<file path="config.mk">
export PLATFORM = sky130hd
export DESIGN_NAME = mts_ram
export DESIGN_NICKNAME = d
export VERILOG_FILES = /design/src/mts_ram.sv
export SDC_FILE = /design/constraint.sdc
export NUM_CORES = 2
export LEC_CHECK = 0
export BUFFER_PORTS_ARGS = -buffer_cell sky130_fd_sc_hd__buf_2
export CAP_MARGIN = 20
export CORE_AREA = 2 2 558 560
export CTS_CLUSTER_DIAMETER = 120
export DETAILED_ROUTE_END_ITERATION = 16
export DIE_AREA = 0 0 560 562
export GPL_TIMING_DRIVEN = 0
export PLACE_DENSITY = 0.66
export SLEW_MARGIN = 20
export SYNTH_ARGS = -nofsm -noshare
export SYNTH_HDL_FRONTEND = slang
export SYNTH_SLANG_ARGS = --single-unit
</file>
<file path="constraint.sdc">
create_clock -name clk -period 12 [get_ports clk]
set_clock_uncertainty 0.2 [all_clocks]
set_input_delay 1.8 -clock clk [delete_from_list [all_inputs] [get_ports clk]]
set_output_delay 1.8 -clock clk [all_outputs]
set_load 0.05 [all_outputs]
</file>
<file path="src/mts_ram.sv">
// simple dual-port synchronous ram, one write and one registered read port
// no package dependencies
module mts_ram #(
	parameter int WIDTH = 32,
	parameter int DEPTH = 128
) (
	input  logic                     clk,
	input  logic                     we,
	input  logic [$clog2(DEPTH)-1:0] waddr,
	input  logic [WIDTH-1:0]         wdata,
	input  logic                     re,
	input  logic [$clog2(DEPTH)-1:0] raddr,
	output logic [WIDTH-1:0]         rdata
);
	logic [WIDTH-1:0] mem [DEPTH];

	always_ff @(posedge clk) begin
		if (we) begin
			mem[waddr] <= wdata;
		end
	end

	// read data holds until the next read
	always_ff @(posedge clk) begin
		if (re) begin
			rdata <= mem[raddr];
		end
	end
endmodule

</file>
======== After elaboration in Yosys (flattened, before gate mapping) ========
Memory sizes are Yosys's and may differ from the RTL's. A register that Yosys moved wholly into a read port is not among the register bits.
Index checks and enable logic that the tools add are counted.
storage, ports and cells
  register bits after elaboration ......... 0
  bits in writable memories ............... 4096
  output and inout port bits .............. 32
  memories kept ........................... 1
memories
  name  words  width  read ports  clocked after Yosys merged registers in  wr ports  RTL line  RTL
  mem   128    32     1           1                                        1         15        logic [WIDTH-1:0] mem [DEPTH];
operators by class
  mux-type cells .......................... 2
operators with widths
  kind     number
  $mux W1  2

======== Longest topological paths before layout ========
  depth in word-level cells ............... 2
  mapped depth ............................ 8
  depth with buffers taken out ............ 4

======== Worst setup path after synthesis ========
OpenSTA, ideal clock, no wires.
  path type ............................... input to register
  start point ............................. input we
  end point ............................... memory mem[98][0] (enable)
  arrival ................................. 4.578 ns
  required time ........................... 11.339 ns
  path slack .............................. 6.761 ns
  cell stages on the path ................. 3
  path buffers ............................ 1
  cell sequence ........................... clkbuf_1 -> nand4_1 -> nor3_1
between the ends
  word-level cells in the longest chain between the ends .. 2
ends and longest elaborated chain
  element                        RTL line  RTL
  from (decl)                    8         input logic we,
  $mux W1                        18        if (we) begin
  $mux W1 (not written as such)  19        mem[waddr] <= wdata;
  to (decl)                      15
No other way between the ends.

==> flow_metrics.env <==
export IMPL_status="completed"
export IMPL_p_per_area_nw_per_um2=165.3
export IMPL_hpwl_mm=281.4
export IMPL_placeableCoreArea_um2=308300
export IMPL_firstDrtPassIters=7
export IMPL_overflow=0
export IMPL_h_tree_depth=5
export IMPL_final_common_cell="edfxtp_1"
export IMPL_initial_utilization=0.5079
export IMPL_n_fill_cell=21110
export IMPL_routed_wl_mm=411.8
export IMPL_worstHoldPathType="in -> reg"
export IMPL_numPlacedInstances=10420
export IMPL_worst_pin_slew_ns=1.196
export IMPL_p_leak_nw=55.63
export IMPL_antenna_found_initial=59
export IMPL_die_width_um=560
export IMPL_drc=0
export IMPL_post_place_ws_ns=5.480
export IMPL_netlist_area_um2=156600
export IMPL_synthCells=5990
export IMPL_drv_slew=0
export IMPL_synth_seq_area_share=0.7916
export IMPL_worstSetupPathType="in -> reg"
export IMPL_die_h_um=562
export IMPL_cts_sinks=4128
export IMPL_required_ns=12.46
export IMPL_num_io_pins=81
export IMPL_critPathMaxFanout=10
export IMPL_rows=204
export IMPL_fin_crit_ns=5.650
export IMPL_clockBufferDepth=4
export IMPL_grt_max_degree=105
export IMPL_port_buffer_count=69
export IMPL_setup_tns_ns=0
export IMPL_yosysWarningCount=0
export IMPL_area_delta_synth_final_pct=16.06
export IMPL_tritoncts_num_buffers=403
export IMPL_finalSetupViolCount=0
export IMPL_cts_setup_buffers=0
export IMPL_wl_per_cell_um=36.56
export IMPL_synth_nets=6039
export IMPL_grt_pass1_vias=71440
export IMPL_fmax_ghz=0.1770
export IMPL_gp_congestion=0.9109
export IMPL_setup_slack_ns=6.350
export IMPL_fin_crit_sh=0.4708
export IMPL_place_area_um2=168600
export IMPL_ys_seq_elements=4128
export IMPL_viasPerCell=6.417
export IMPL_drive_above_1_share=0.3555
export IMPL_cts_resized=0
export IMPL_cts_hold_buf=0
export IMPL_final_nets=6759
export IMPL_grt_pass1_wl_mm=568.8
export IMPL_die_area_um2=314700
export IMPL_ant_nets=0
export IMPL_clock_latency_ns=0.92
export IMPL_yosysUniqueCellTypes=16
export IMPL_ir_drop_uv=143.4
export IMPL_cts_tree="built"
export IMPL_mostFrequentLayoutCells="edfxtp_1, mux4_2, clkbuf_16"
export IMPL_via_count=72290
export IMPL_dr_first_iter_drc_count=11240
export IMPL_power_mw=30.05
export IMPL_worstPathArrival_ns=6.11
export IMPL_cts_root_buffer="clkbuf_16"
export IMPL_endpoint_kind="flop"
export IMPL_grtUsageTotal=0.2614
export IMPL_slew_headroom=0.2030
export IMPL_fin_hold_ws_ns=0.9408
export IMPL_multi_input_comb_area_um2=32260
export IMPL_fin_area_um2=181700
export IMPL_path_clk_slew_ns=0.06
export IMPL_grt_setup_unrepaired="no"
export IMPL_regArea_um2=124000
export IMPL_hold_viol=0
export IMPL_avgSynthCellArea_um2=26.14
export IMPL_layout_cells_non_filler=11270
export IMPL_final_util=0.5894
export IMPL_crit_path_start_kind="input port"
export IMPL_cap_violations=0
==> flip-flops by register name, summed over array words and instances (netlist names) <==
| register | cells |
|---|---|
| mem | 4096 |
| rdata | 32 |
==> Yosys cell counts, drive strengths merged <==
master / number / share of area
edfxtp: 4128 / 0.79
mux4: 1344 / 0.19
clkbuf: 182 / 0.0044
buf: 134 / 0.0040
nor2: 122 / 0.0029
mux2: 32 / 0.0023
nand2: 14 / 0.00034
nand3: 12 / 0.00038
nor3: 9 / 0.00029
nor2b: 7 / 0.00028
nand4: 3 / 0.00012
nand2b: 2 / 0.000080
or3: 1 / 0.000040
==> cell type report <==
| class | count | share of cell area |
|---|---|---|
| multi-input cells | 1546 | 0.1775 |
| well taps | 4120 | 0.02836 |
| clock buffers | 488 | 0.05795 |
| clock inverters | 239 | 0.01234 |
| repair buffers | 315 | 0.03267 |
| flip-flops and latches | 4128 | 0.6821 |
| plain buffers | 316 | 0.007518 |
| diodes | 113 | 0.001556 |
==> metal layers <==
metal / wire (um) / vias up / GRT usage
met5: 460 / - / 0.006024
met1: 153300 / 39330 / 0.3652
met3: 48200 / 612 / 0.06884
li1: - / 28070 / -
met2: 194000 / 4259 / 0.3985
met4: 15970 / 24 / 0.1022
==> critical path, stage by stage <==
cell and delay [ns]:
clkbuf_1 0.37, buf_2 0.42, clkbuf_2 0.38, buf_12 0.24, clkbuf_1 0.65, mux4_2 0.40, mux4_2 0.63, mux4_2 0.76
mux2_2 0.39
==> where the power goes <==
group / internal, mW / switching (mW) / leakage (nW)
Combinational: 0.620 / 1.12 / 12.3
Clock: 7.04 / 5.32 / 6.21
Sequential: 15.9 / 0.0161 / 37.1
==> final timing paths <==
check	from	endpoint	slack [ns]	depth (start not counted)
worst min register to register	mem[90][9]	rdata[9]	1.06	4
worst max-delay path	raddr[2]	rdata[13]	6.35	9
worst max register to register	mem[45][12]	rdata[12]	8.86	4
worst min-delay path	wdata[29]	mem[116][29]	0.94	1
==> cell families after synthesis <==
kind of cell           after synthesis  share of synthesized area
multiplexers                      1376                     0.1956
AND/OR/NAND/NOR                    170                   0.004450
flip-flops                        4128                     0.7916
buffers and inverters              316                   0.008373
Note: power is estimated with default switching activity, not from simulation.
